<file path="src/design/rsa_pkg.sv">
// Shared constants and types for the region slot allocator.
`timescale 1ns / 1ps

package rsa_pkg;

  localparam int SLOTS     = 16;
  localparam int SLOT_W    = $clog2(SLOTS);
  localparam int ADDR_BITS = 16;
  localparam int AMT_W     = 16;
  localparam int CMD_W     = 2;
  localparam int IDX_W     = 4;
  localparam int OFF_W     = 16;

  localparam int IN_DATA_W  = 24;
  localparam int OUT_DATA_W = 24;

  localparam logic [AMT_W-1:0] CAP_RESET = AMT_W'(4000);

  localparam logic [CMD_W-1:0] CMD_ALLOC   = 2'd0;
  localparam logic [CMD_W-1:0] CMD_RESERVE = 2'd1;
  localparam logic [CMD_W-1:0] CMD_FREE    = 2'd2;

  typedef struct packed {
    logic [ADDR_BITS-1:0] bump;
    logic [ADDR_BITS-1:0] size;
    logic [ADDR_BITS-1:0] start;
  } entry_t;

  localparam int ENTRY_W = $bits(entry_t);

endpackage

</file>
<file path="src/design/rsa_ram.sv">
// Generic single-write, single-read RAM with registered read data.
`timescale 1ns / 1ps

module rsa_ram #(
  parameter int WIDTH = 8,
  parameter int DEPTH = 16
) (
  input  logic                     clk,
  input  logic                     we,
  input  logic [$clog2(DEPTH)-1:0] waddr,
  input  logic [WIDTH-1:0]         wdata,
  input  logic [$clog2(DEPTH)-1:0] raddr,
  output logic [WIDTH-1:0]         rdata
);

  logic [WIDTH-1:0] mem [DEPTH];

  always_ff @(posedge clk) begin
    if (we) begin
      mem[waddr] <= wdata;
    end
    rdata <= mem[raddr];
  end

endmodule

</file>
<file path="src/design/region_slot_allocator_core.sv">
// Region slot allocator: first-fit region placement, bump reserve and free.
//
//  channel | ports                           | payload (low bit first)
//  --------+---------------------------------+---------------------------------------
//  in      | in_tvalid / in_tready / in_tdata   | cmd[1:0] slot[5:2] amount[21:6]
//  out     | out_tvalid / out_tready / out_tdata| ok[0] slot_index[4:1] offset[20:5]
//  cfg     | cfg_wr_en / cfg_wr_data         | pool_capacity[15:0]
//
// Allocate reads the slot table one entry per cycle through a single RAM read
// port: a setup state (ST_AFIRST), a walk over up to 16 slots, then ST_RESP.
// Reserve passes through ST_RSV before ST_RESP; free and rejected items go straight to ST_RESP.
// Reset clears all slots at once through per-slot valid bits; no clearing pass.
// One item in flight; a finished item waits in the output register while the
// next one is accepted, and the handoff stalls only if that register is full.
`timescale 1ns / 1ps

module region_slot_allocator_core
  import rsa_pkg::*;
(
  input  logic                  clk,
  input  logic                  rst_n,
  input  logic                  in_tvalid,
  output logic                  in_tready,
  input  logic [IN_DATA_W-1:0]  in_tdata,   // cmd, slot, amount
  output logic                  out_tvalid,
  input  logic                  out_tready,
  output logic [OUT_DATA_W-1:0] out_tdata,  // ok, slot_index, offset
  input  logic                  cfg_wr_en,
  input  logic [AMT_W-1:0]      cfg_wr_data
);

  typedef enum logic [2:0] {
    ST_IDLE,
    ST_AFIRST,
    ST_AWALK,
    ST_RSV,
    ST_RESP
  } state_t;

  state_t               state_r;
  logic [AMT_W-1:0]     cap_r;
  logic [SLOTS-1:0]     valid_r;
  logic                 rvalid_r;
  logic [IDX_W-1:0]     slot_r;
  logic [AMT_W-1:0]     amount_r;
  logic [ADDR_BITS:0]   cursor_r;
  entry_t               cur_r;
  logic [SLOT_W-1:0]    idx_r;
  logic                 res_ok_r;
  logic [IDX_W-1:0]     res_slot_r;
  logic [OFF_W-1:0]     res_off_r;
  logic                 out_valid_r;
  logic [OUT_DATA_W-1:0] out_data_r;

  logic [CMD_W-1:0]     in_cmd;
  logic [IDX_W-1:0]     in_slot;
  logic [AMT_W-1:0]     in_amount;
  logic                 slot_ok;

  logic                 ram_we;
  logic [SLOT_W-1:0]    ram_waddr;
  entry_t               ram_wdata;
  logic [SLOT_W-1:0]    ram_raddr;
  logic [ENTRY_W-1:0]   ram_rdata;
  entry_t               ent;

  logic [ADDR_BITS+1:0] fit_sum;
  logic                 no_room;
  logic                 is_last;
  logic                 place;
  logic [ADDR_BITS:0]   rsv_sum;
  logic [ADDR_BITS:0]   rsv_lim;
  logic                 rsv_fail;
  logic                 out_free;

  assign in_cmd    = in_tdata[1:0];
  assign in_slot   = in_tdata[5:2];
  assign in_amount = in_tdata[21:6];
  assign slot_ok   = (int'(in_slot) < SLOTS);

  assign in_tready  = (state_r == ST_IDLE);
  assign out_tvalid = out_valid_r;
  assign out_tdata  = out_data_r;
  assign out_free   = !out_valid_r || out_tready;

  assign ent = rvalid_r ? entry_t'(ram_rdata) : '0;

  // walk step for slot idx_r; ent holds slot idx_r+1
  assign fit_sum = (ADDR_BITS+2)'(cursor_r) + (ADDR_BITS+2)'(amount_r);
  assign no_room = fit_sum >= (ADDR_BITS+2)'(cap_r);
  assign is_last = (int'(idx_r) == SLOTS - 1);
  assign place   = (cur_r.size == '0) &&
                   (is_last || ent.size == '0 || fit_sum <= (ADDR_BITS+2)'(ent.start));

  assign rsv_sum  = (ADDR_BITS+1)'(ent.bump) + (ADDR_BITS+1)'(amount_r);
  assign rsv_lim  = (ADDR_BITS+1)'(ent.start) + (ADDR_BITS+1)'(ent.size);
  assign rsv_fail = rsv_sum >= rsv_lim;

  always_comb begin
    case (state_r)
      ST_IDLE:   ram_raddr = (in_cmd == CMD_ALLOC) ? '0 : SLOT_W'(in_slot);
      ST_AFIRST: ram_raddr = SLOT_W'(1);
      ST_AWALK:  ram_raddr = idx_r + SLOT_W'(2);
      default:   ram_raddr = '0;
    endcase
  end

  always_comb begin
    ram_we    = 1'b0;
    ram_waddr = idx_r;
    ram_wdata = '0;
    if (state_r == ST_AWALK && !no_room && place) begin
      ram_we          = 1'b1;
      ram_wdata.start = ADDR_BITS'(cursor_r);
      ram_wdata.size  = ADDR_BITS'(amount_r);
      ram_wdata.bump  = ADDR_BITS'(cursor_r);
    end else if (state_r == ST_RSV && !rsv_fail) begin
      ram_we         = 1'b1;
      ram_waddr      = SLOT_W'(slot_r);
      ram_wdata      = ent;
      ram_wdata.bump = ADDR_BITS'(rsv_sum);
    end
  end

  rsa_ram #(
    .WIDTH (ENTRY_W),
    .DEPTH (SLOTS)
  ) u_table (
    .clk   (clk),
    .we    (ram_we),
    .waddr (ram_waddr),
    .wdata (ram_wdata),
    .raddr (ram_raddr),
    .rdata (ram_rdata)
  );

  always_ff @(posedge clk) begin
    if (!rst_n) begin
      state_r     <= ST_IDLE;
      cap_r       <= CAP_RESET;
      valid_r     <= '0;
      rvalid_r    <= 1'b0;
      out_valid_r <= 1'b0;
    end else begin
      rvalid_r <= valid_r[ram_raddr];
      if (cfg_wr_en) begin
        cap_r <= cfg_wr_data;
      end
      if (out_valid_r && out_tready && state_r != ST_RESP) begin
        out_valid_r <= 1'b0;
      end
      if (ram_we) begin
        valid_r[ram_waddr] <= 1'b1;
      end

      case (state_r)
        ST_IDLE: begin
          if (in_tvalid) begin
            slot_r     <= in_slot;
            amount_r   <= in_amount;
            res_ok_r   <= 1'b0;
            res_slot_r <= in_slot;
            res_off_r  <= '0;
            if (in_cmd == CMD_ALLOC) begin
              state_r <= ST_AFIRST;
            end else if (in_cmd == CMD_RESERVE && slot_ok) begin
              state_r <= ST_RSV;
            end else if (in_cmd == CMD_FREE && slot_ok) begin
              valid_r[SLOT_W'(in_slot)] <= 1'b0;
              res_ok_r <= 1'b1;
              state_r  <= ST_RESP;
            end else begin
              state_r <= ST_RESP;
            end
          end
        end
        ST_AFIRST: begin
          cur_r    <= ent;
          cursor_r <= '0;
          idx_r    <= '0;
          state_r  <= ST_AWALK;
        end
        ST_AWALK: begin
          if (no_room) begin
            res_ok_r   <= 1'b0;
            res_slot_r <= '0;
            res_off_r  <= '0;
            state_r    <= ST_RESP;
          end else if (place) begin
            res_ok_r   <= 1'b1;
            res_slot_r <= IDX_W'(idx_r);
            res_off_r  <= OFF_W'(cursor_r);
            state_r    <= ST_RESP;
          end else if (is_last) begin
            res_ok_r   <= 1'b0;
            res_slot_r <= '0;
            res_off_r  <= '0;
            state_r    <= ST_RESP;
          end else begin
            if (cur_r.size != '0) begin
              cursor_r <= (ADDR_BITS+1)'(cur_r.start) + (ADDR_BITS+1)'(cur_r.size);
            end
            cur_r <= ent;
            idx_r <= idx_r + SLOT_W'(1);
          end
        end
        ST_RSV: begin
          if (!rsv_fail) begin
            res_ok_r  <= 1'b1;
            res_off_r <= OFF_W'(ent.bump);
          end
          state_r <= ST_RESP;
        end
        ST_RESP: begin
          if (out_free) begin
            out_valid_r <= 1'b1;
            out_data_r  <= {3'b000, res_off_r, res_slot_r, res_ok_r};
            state_r     <= ST_IDLE;
          end
        end
        default: begin
          state_r <= ST_IDLE;
        end
      endcase
    end
  end

endmodule
</file>
<file path="config.mk">
export PLATFORM = sky130hd
export DESIGN_NAME = region_slot_allocator_core
export DESIGN_NICKNAME = d
export VERILOG_FILES = /design/src/design/rsa_pkg.sv /design/src/design/rsa_ram.sv /design/src/design/region_slot_allocator_core.sv
export SDC_FILE = /design/constraint.sdc
export NUM_CORES = 1
export LEC_CHECK = 0
export ABC_CLOCK_PERIOD_IN_PS = 9130
export BUFFER_PORTS_ARGS = -buffer_cell sky130_fd_sc_hd__buf_2
export CORE_ASPECT_RATIO = 0.8
export CORE_MARGIN = 4
export CORE_UTILIZATION = 57
export CTS_CLUSTER_DIAMETER = 120
export DETAILED_ROUTE_END_ITERATION = 6
export GPL_ROUTABILITY_DRIVEN = 1
export HOLD_SLACK_MARGIN = 0.12
export PLACE_DENSITY_LB_ADDON = 0.1
export REMOVE_ABC_BUFFERS = 1
export SYNTH_ARGS = -nofsm -noshare
export SYNTH_HDL_FRONTEND = slang
export SYNTH_HIERARCHICAL = 1
export SYNTH_SLANG_ARGS = --single-unit
</file>
<file path="constraint.sdc">
create_clock -name clk -period 9.13 [get_ports clk]
set_input_delay 0.913 -clock clk [delete_from_list [all_inputs] [get_ports clk]]
set_output_delay 0.913 -clock clk [all_outputs]
set_load 0.02 [all_outputs]
</file>
# After elaboration in Yosys (flattened, before gate mapping)
# Memories as Yosys holds them, arrays and structs flattened. A register that Yosys moved wholly into a read port is not among the register bits.
# Index checks and enable logic that the tools add are counted.
[word_totals]
ff_bits = 152
ram_bits = 768
out_inout_bits = 26
mem_bits_ro = 0
latch_bits = 0
wordCells = 146
memories = 1
inputBits = 45
[classes]
n_reduce_logical = 29
shifts = 0
mul = 0
add_sub_neg = 6
bitwise = 3
muxes = 68
n_eq_ne = 16
div_mod_pow = 0
magnitude_cmp = 8
[memory_table]
columns = ["name", "words", "word_bits", "rd", "rd_clocked_by_memory_dff", "write_ports", "line", "rtl"]
rows = [
  ["u_table.mem", 16, 48, 1, 1, 1, "rsa_ram.sv:16", "logic [WIDTH-1:0] mem [DEPTH];"],
]
[op_table]
columns = ["op", "count"]
rows = [
  ["16-bit 2-to-1 mux", 12],
  ["48-bit 2-to-1 mux", 3],
  ["32-bit 2-to-1 mux", 3],
  ["17-bit 2-to-1 mux", 4],
  ["32-bit case mux with 2 select lines", 1],
  ["16-bit by 16-bit adder with 17-bit output", 3],
  ["16-bit case mux with 3 select lines", 1],
  ["4-bit 2-to-1 mux", 10],
  ["17-bit case mux with 2 select lines", 1],
  ["16-bit zero test", 2],
  ["3-bit 2-to-1 mux", 7],
  ["17-bit by 16-bit adder with 18-bit output", 1],
  ["18-bit by 16-bit greater-or-equal comparator with 1-bit output", 1],
  ["18-bit by 16-bit <= comparator with 1-bit output", 1],
  ["1-bit 2-to-1 mux", 18],
  ["17-bit greater-or-equal comparator", 1],
  ["16-bit bitwise AND", 1],
  ["16-bit inverter", 1],
  ["16-bit bitwise OR", 1],
  ["4-bit case mux with 2 select lines", 2],
  ["16-bit nonzero test", 1],
  ["4-bit by 5-bit < comparator with 1-bit output, second input constant", 3],
  ["3-bit case mux with 5 select lines", 1],
  ["2-bit inequality test, second input constant", 6],
  ["27 further kinds", 45],
]

# Depth between registers and ports, before layout
[depth]
word_depth = 20
ltp_mapped = 28
mapped_depth_nobuf = 23

# By module
# Netlist, hierarchy kept.
[by_module_without_submodules]
columns = ["module", "cells_each", "area_per_inst_um2", "instances"]
rows = [
  ["rsa_ram", 1242, 29691.0, 1],
  ["region_slot_allocator_core", 1113, 10541.4, 1],
]

# Least setup slack after synthesis
# Ideal clock, no wire load.
[synth_timing]
path_kind = "flip-flop to flip-flop"
startpoint = "reg rvalid_r"
endpoint = "mem u_table/mem[0][0] in the netlist's numbering (enable)"
slack_ps = -477
arrival_time_ps = 9095
required_ps = 8617
stages_incl_launch_ff = 27
period_less_slack_ps = 9607
cell_sequence = "dfxtp_1 -> clkbuf_1 -> clkbuf_1 -> clkbuf_1 -> and2_1 -> ha_1 -> fa_1 -> a21o_1 -> a21o_1 -> maj3_1 -> nand2_1 -> nand2b_1 -> maj3_1 -> a31o_2 -> a2111oi_2 -> nor2_1 -> xnor2_1 -> ha_1 -> nand4_1 -> o221ai_1 -> a221oi_1 -> o21ai_0 -> a41oi_1 -> clkbuf_1 -> buf_1 -> o21ai_0 -> nor3_1"
[synth_lines]
columns = ["element", "line", "rtl"]
rows = [
  ["start, declared", "region_slot_allocator_core.sv:43", "logic rvalid_r;"],
  ["start signal, assigned", "region_slot_allocator_core.sv:145", "rvalid_r <= valid_r[ram_raddr];"],
  ["end, declared", "rsa_ram.sv:16", ""],
]

==> impl_metrics.tcl <==
set metrics [dict create \
    status "finished clean" \
    postSynthCellCount 2355 \
    antenna_left 0 \
    rsz0062_at_grt "no" \
    arrival_ns 8.53 \
    dp_cells 3296 \
    worst_hold_slack_ns 0.422 \
    finalWeightedCongestion 0.928 \
    criticalPathCategory "flop to flop" \
    synth_edf_count 883 \
    cts_setup_buffers 0 \
    io_pins 71 \
    skew_ns 0.0250 \
    htree_levels 3 \
    fin_crit_ns 8.22 \
    cp_max_fo 38 \
    post_cts_resize_count 0 \
    path_buf_inv 2 \
    instances_no_fill 3467 \
    max_stage_delay_ns 0.95 \
    ys_warn_count 6 \
    cts_buffers 91 \
    cts-hold-fix-buffers 0 \
    clk_pin_slew_ns 0.07 \
    syn_area_per_cell_um2 17.1 \
    cp_top_family "compound AO/OA/AOI/OAI gates" \
    cts_tree "done" \
    grt_max_degree 138 \
    startpoint_type "flop" \
    syn_area_um2 40200 \
    power.leakage_nw 13.4 \
    grt_pass1_vias 21952 \
    synth_cell_type_count 65 \
    antenna_found_initial 2 \
    p_per_area_nw_per_um2 210 \
    drive_above_1_share_pct 19.3 \
    fmax_mhz 122 \
    num_vias 22539 \
    cts_buffer_depth 3 \
    numClockSinks 968 \
    dr.pass1.iters 5 \
    drc_errors 0 \
    wire_per_inst_um 28.5 \
    yosys_register_bits 968 \
    wirelength_um 98900 \
    yosysSeqAreaShare_pct 70.1 \
    multi_input_area_um2 11500 \
    dp_hpwl_um 58700 \
    slew_headroom_pct 18.1 \
    core_um2 69400 \
    async_flop_share_pct 0 \
    port_buffers 65 \
    nets 2623 \
    grt_overflow_total 0 \
    die_area_um2 74900 \
    synthFlopType "edfxtp_1" \
    fill_cells 4824 \
    viasPerCell 6.50 \
    dr.first_iter.drc_count 2334 \
    clk_latency_ns 0.66 \
    tightest_slew_ns 1.22 \
    slew_violations 0 \
    max-cap-violations 0 \
    rows 86 \
    grt_pass1_wl_um 146000 \
    hold_viol 0 \
    die_x_um 305 \
    syn_to_final_growth_pct 12.1 \
    worst_ep_required_time_ns 9.44 \
    register_area_um2 28200 \
    cts-root-buf "clkbuf_16" \
    period_share_pct 90.0 \
    crit_chain "buf_4, and2_1, ha_1, fa_1, a21o_1, a21o_1, maj3_1, nand2_1, nand2b_1, maj3_1, a31o_2, a2111oi_2, nor2_1, xnor2_1, ha_1, nand4_1, nor2_1, nand3_1, o21ai_0, a41oi_4, o21ai_0, nand2_1, nor2_4, buf_12" \
    hold_path_class "flop to flop" \
    crit_slowest_cell "o21ai_0" \
    setup-violations-final 0 \
    num_antenna_cells 0 \
    start_util_pct 58.0 \
    vdd_ir_drop_max_mv 0.221 \
    die_h_um 246 \
    endpoint_kind "flop" \
    grtUsageTotal_pct 26.6 \
]
## per-layer routing
layer	part of all wire [%]	up-vias	routed length (um)	track usage, %
li1	-	9612	-	-
met3	8.3	170	8220	4.15
met5	0.013	-	13	0
met4	2.5	2	2500	7.10
met1	43	11635	42100	40.4
met2	47	1120	46000	41.1
## per-stage QoR
stage | setup TNS [ns] | utilization (%) | setup slack (ns) | total power, mW | area [um2]
final | 0 | 65.0 | 0.915 | 9.46 | 45100
after global routing | 0 | 65.0 | 0.561 | 9.78 | 45100
after CTS | 0 | 65.0 | 0.998 | 9.52 | 45100
after detailed placement | 0 | 60.5 | 1.12 | 5.69 | 42000
after global placement | 0 | 60.5 | 1.27 | 5.68 | 42000
after floorplan | -852.47 | - | -7.54 | 5.53 | 39800
## layout by cell type (no fill, tap or decap), types with 38 or more instances in the layout
cell	n
nand2_1	169
edfxtp_1	883
mux4_2	192
ha_1	109
a21oi_1	72
clkbuf_16	95
buf_4	42
buf_2	65
o21ai_0	53
nor2_1	65
inv_1	72
dfxtp_1	84
a22oi_1	98
and2_1	38
## final cells by class
| type | instances | area share, % |
|---|---|---|
| inverters | 73 | 0.624 |
| clock buffers | 116 | 5.51 |
| clock inverters | 55 | 1.33 |
| repair buffers | 119 | 1.95 |
| multi-input cells | 1212 | 25.4 |
| well taps | 924 | 2.56 |
| flip-flops and latches | 968 | 62.6 |
## synthesized netlist by cell type, types with 4 or more instances
library cell | number | area [um2]
o31ai_1 | 6 | 45.0
o221ai_1 | 14 | 123
or3_1 | 6 | 37.5
and2_1 | 39 | 244
nand3b_1 | 7 | 52.6
nor3_1 | 29 | 145
o21a_1 | 11 | 82.6
a21o_1 | 35 | 263
nand2_1 | 169 | 634
buf_2 | 9 | 45.0
edfxtp_1 | 883 | 26500
mux2i_1 | 14 | 140
a221oi_1 | 4 | 35.0
nand4_1 | 7 | 43.8
nor2b_1 | 20 | 125
buf_1 | 19 | 71.3
mux4_2 | 192 | 4320
and3_1 | 13 | 81.3
o221a_2 | 4 | 45.0
nor2_1 | 78 | 293
nand2b_1 | 21 | 131
a21boi_0 | 4 | 30.0
xor2_1 | 24 | 210
xnor2_1 | 33 | 289
ha_1 | 109 | 1360
nor4_1 | 12 | 75.1
fa_1 | 4 | 80.1
dfxtp_1 | 85 | 1700
a22o_1 | 25 | 219
clkbuf_1 | 55 | 206
buf_4 | 21 | 158
a31oi_1 | 11 | 68.8
o211ai_1 | 14 | 105
a22oi_1 | 98 | 736
nand3_1 | 21 | 105
a211oi_1 | 6 | 45.0
a21oi_1 | 72 | 360
inv_1 | 73 | 274
o21bai_1 | 7 | 52.6
o21ai_0 | 61 | 305
## worst paths after layout
kind / startpoint / endpoint / slack [ns] / cells after the start
max: rvalid_r / u_table/mem[15][22] / 0.91 / 24
min: res_slot_r[2] / out_tdata[3] / 0.42 / 0
max reg2reg: rvalid_r / u_table/mem[15][22] / 0.91 / 24
min reg2reg: res_slot_r[2] / out_tdata[3] / 0.42 / 0
## sequential cells by signal, indices dropped and copies added (netlist names)
name,cells
slot_r,4
out_tdata,21
res_off_r,16
u_table/rdata,48
res_slot_r,4
u_table/mem,768
cursor_r,17
out_tvalid,1
idx_r,4
cur_r,32
amount_r,16
res_ok_r,1
cap_r,16
valid_r,16
state_r,3
rvalid_r,1
## kinds of logic (layout without fill, tap and decap cells)
family	Yosys count	in the layout	share of synthesized area (%)
adder cells (fa/ha/maj)	116	116	3.66
flip-flops	968	968	70.1
buffers and inverters	177	363	1.88
other	1	3	0.00932
AO/OA/AOI/OAI	395	395	6.81
AND/OR/NAND/NOR	435	435	5.17
XOR/XNOR	57	57	1.24
multiplexers	206	206	11.1
## power by group
group          total [mW]  leakage [nW]  switching [mW]  internal (mW)
clock network        3.87          1.51            1.62           2.25
logic               0.742          4.69           0.461          0.282
registers            4.85          7.17          0.0308           4.82
total                9.46          13.4            2.11           7.35
Note: power is estimated with default switching activity, not from simulation.
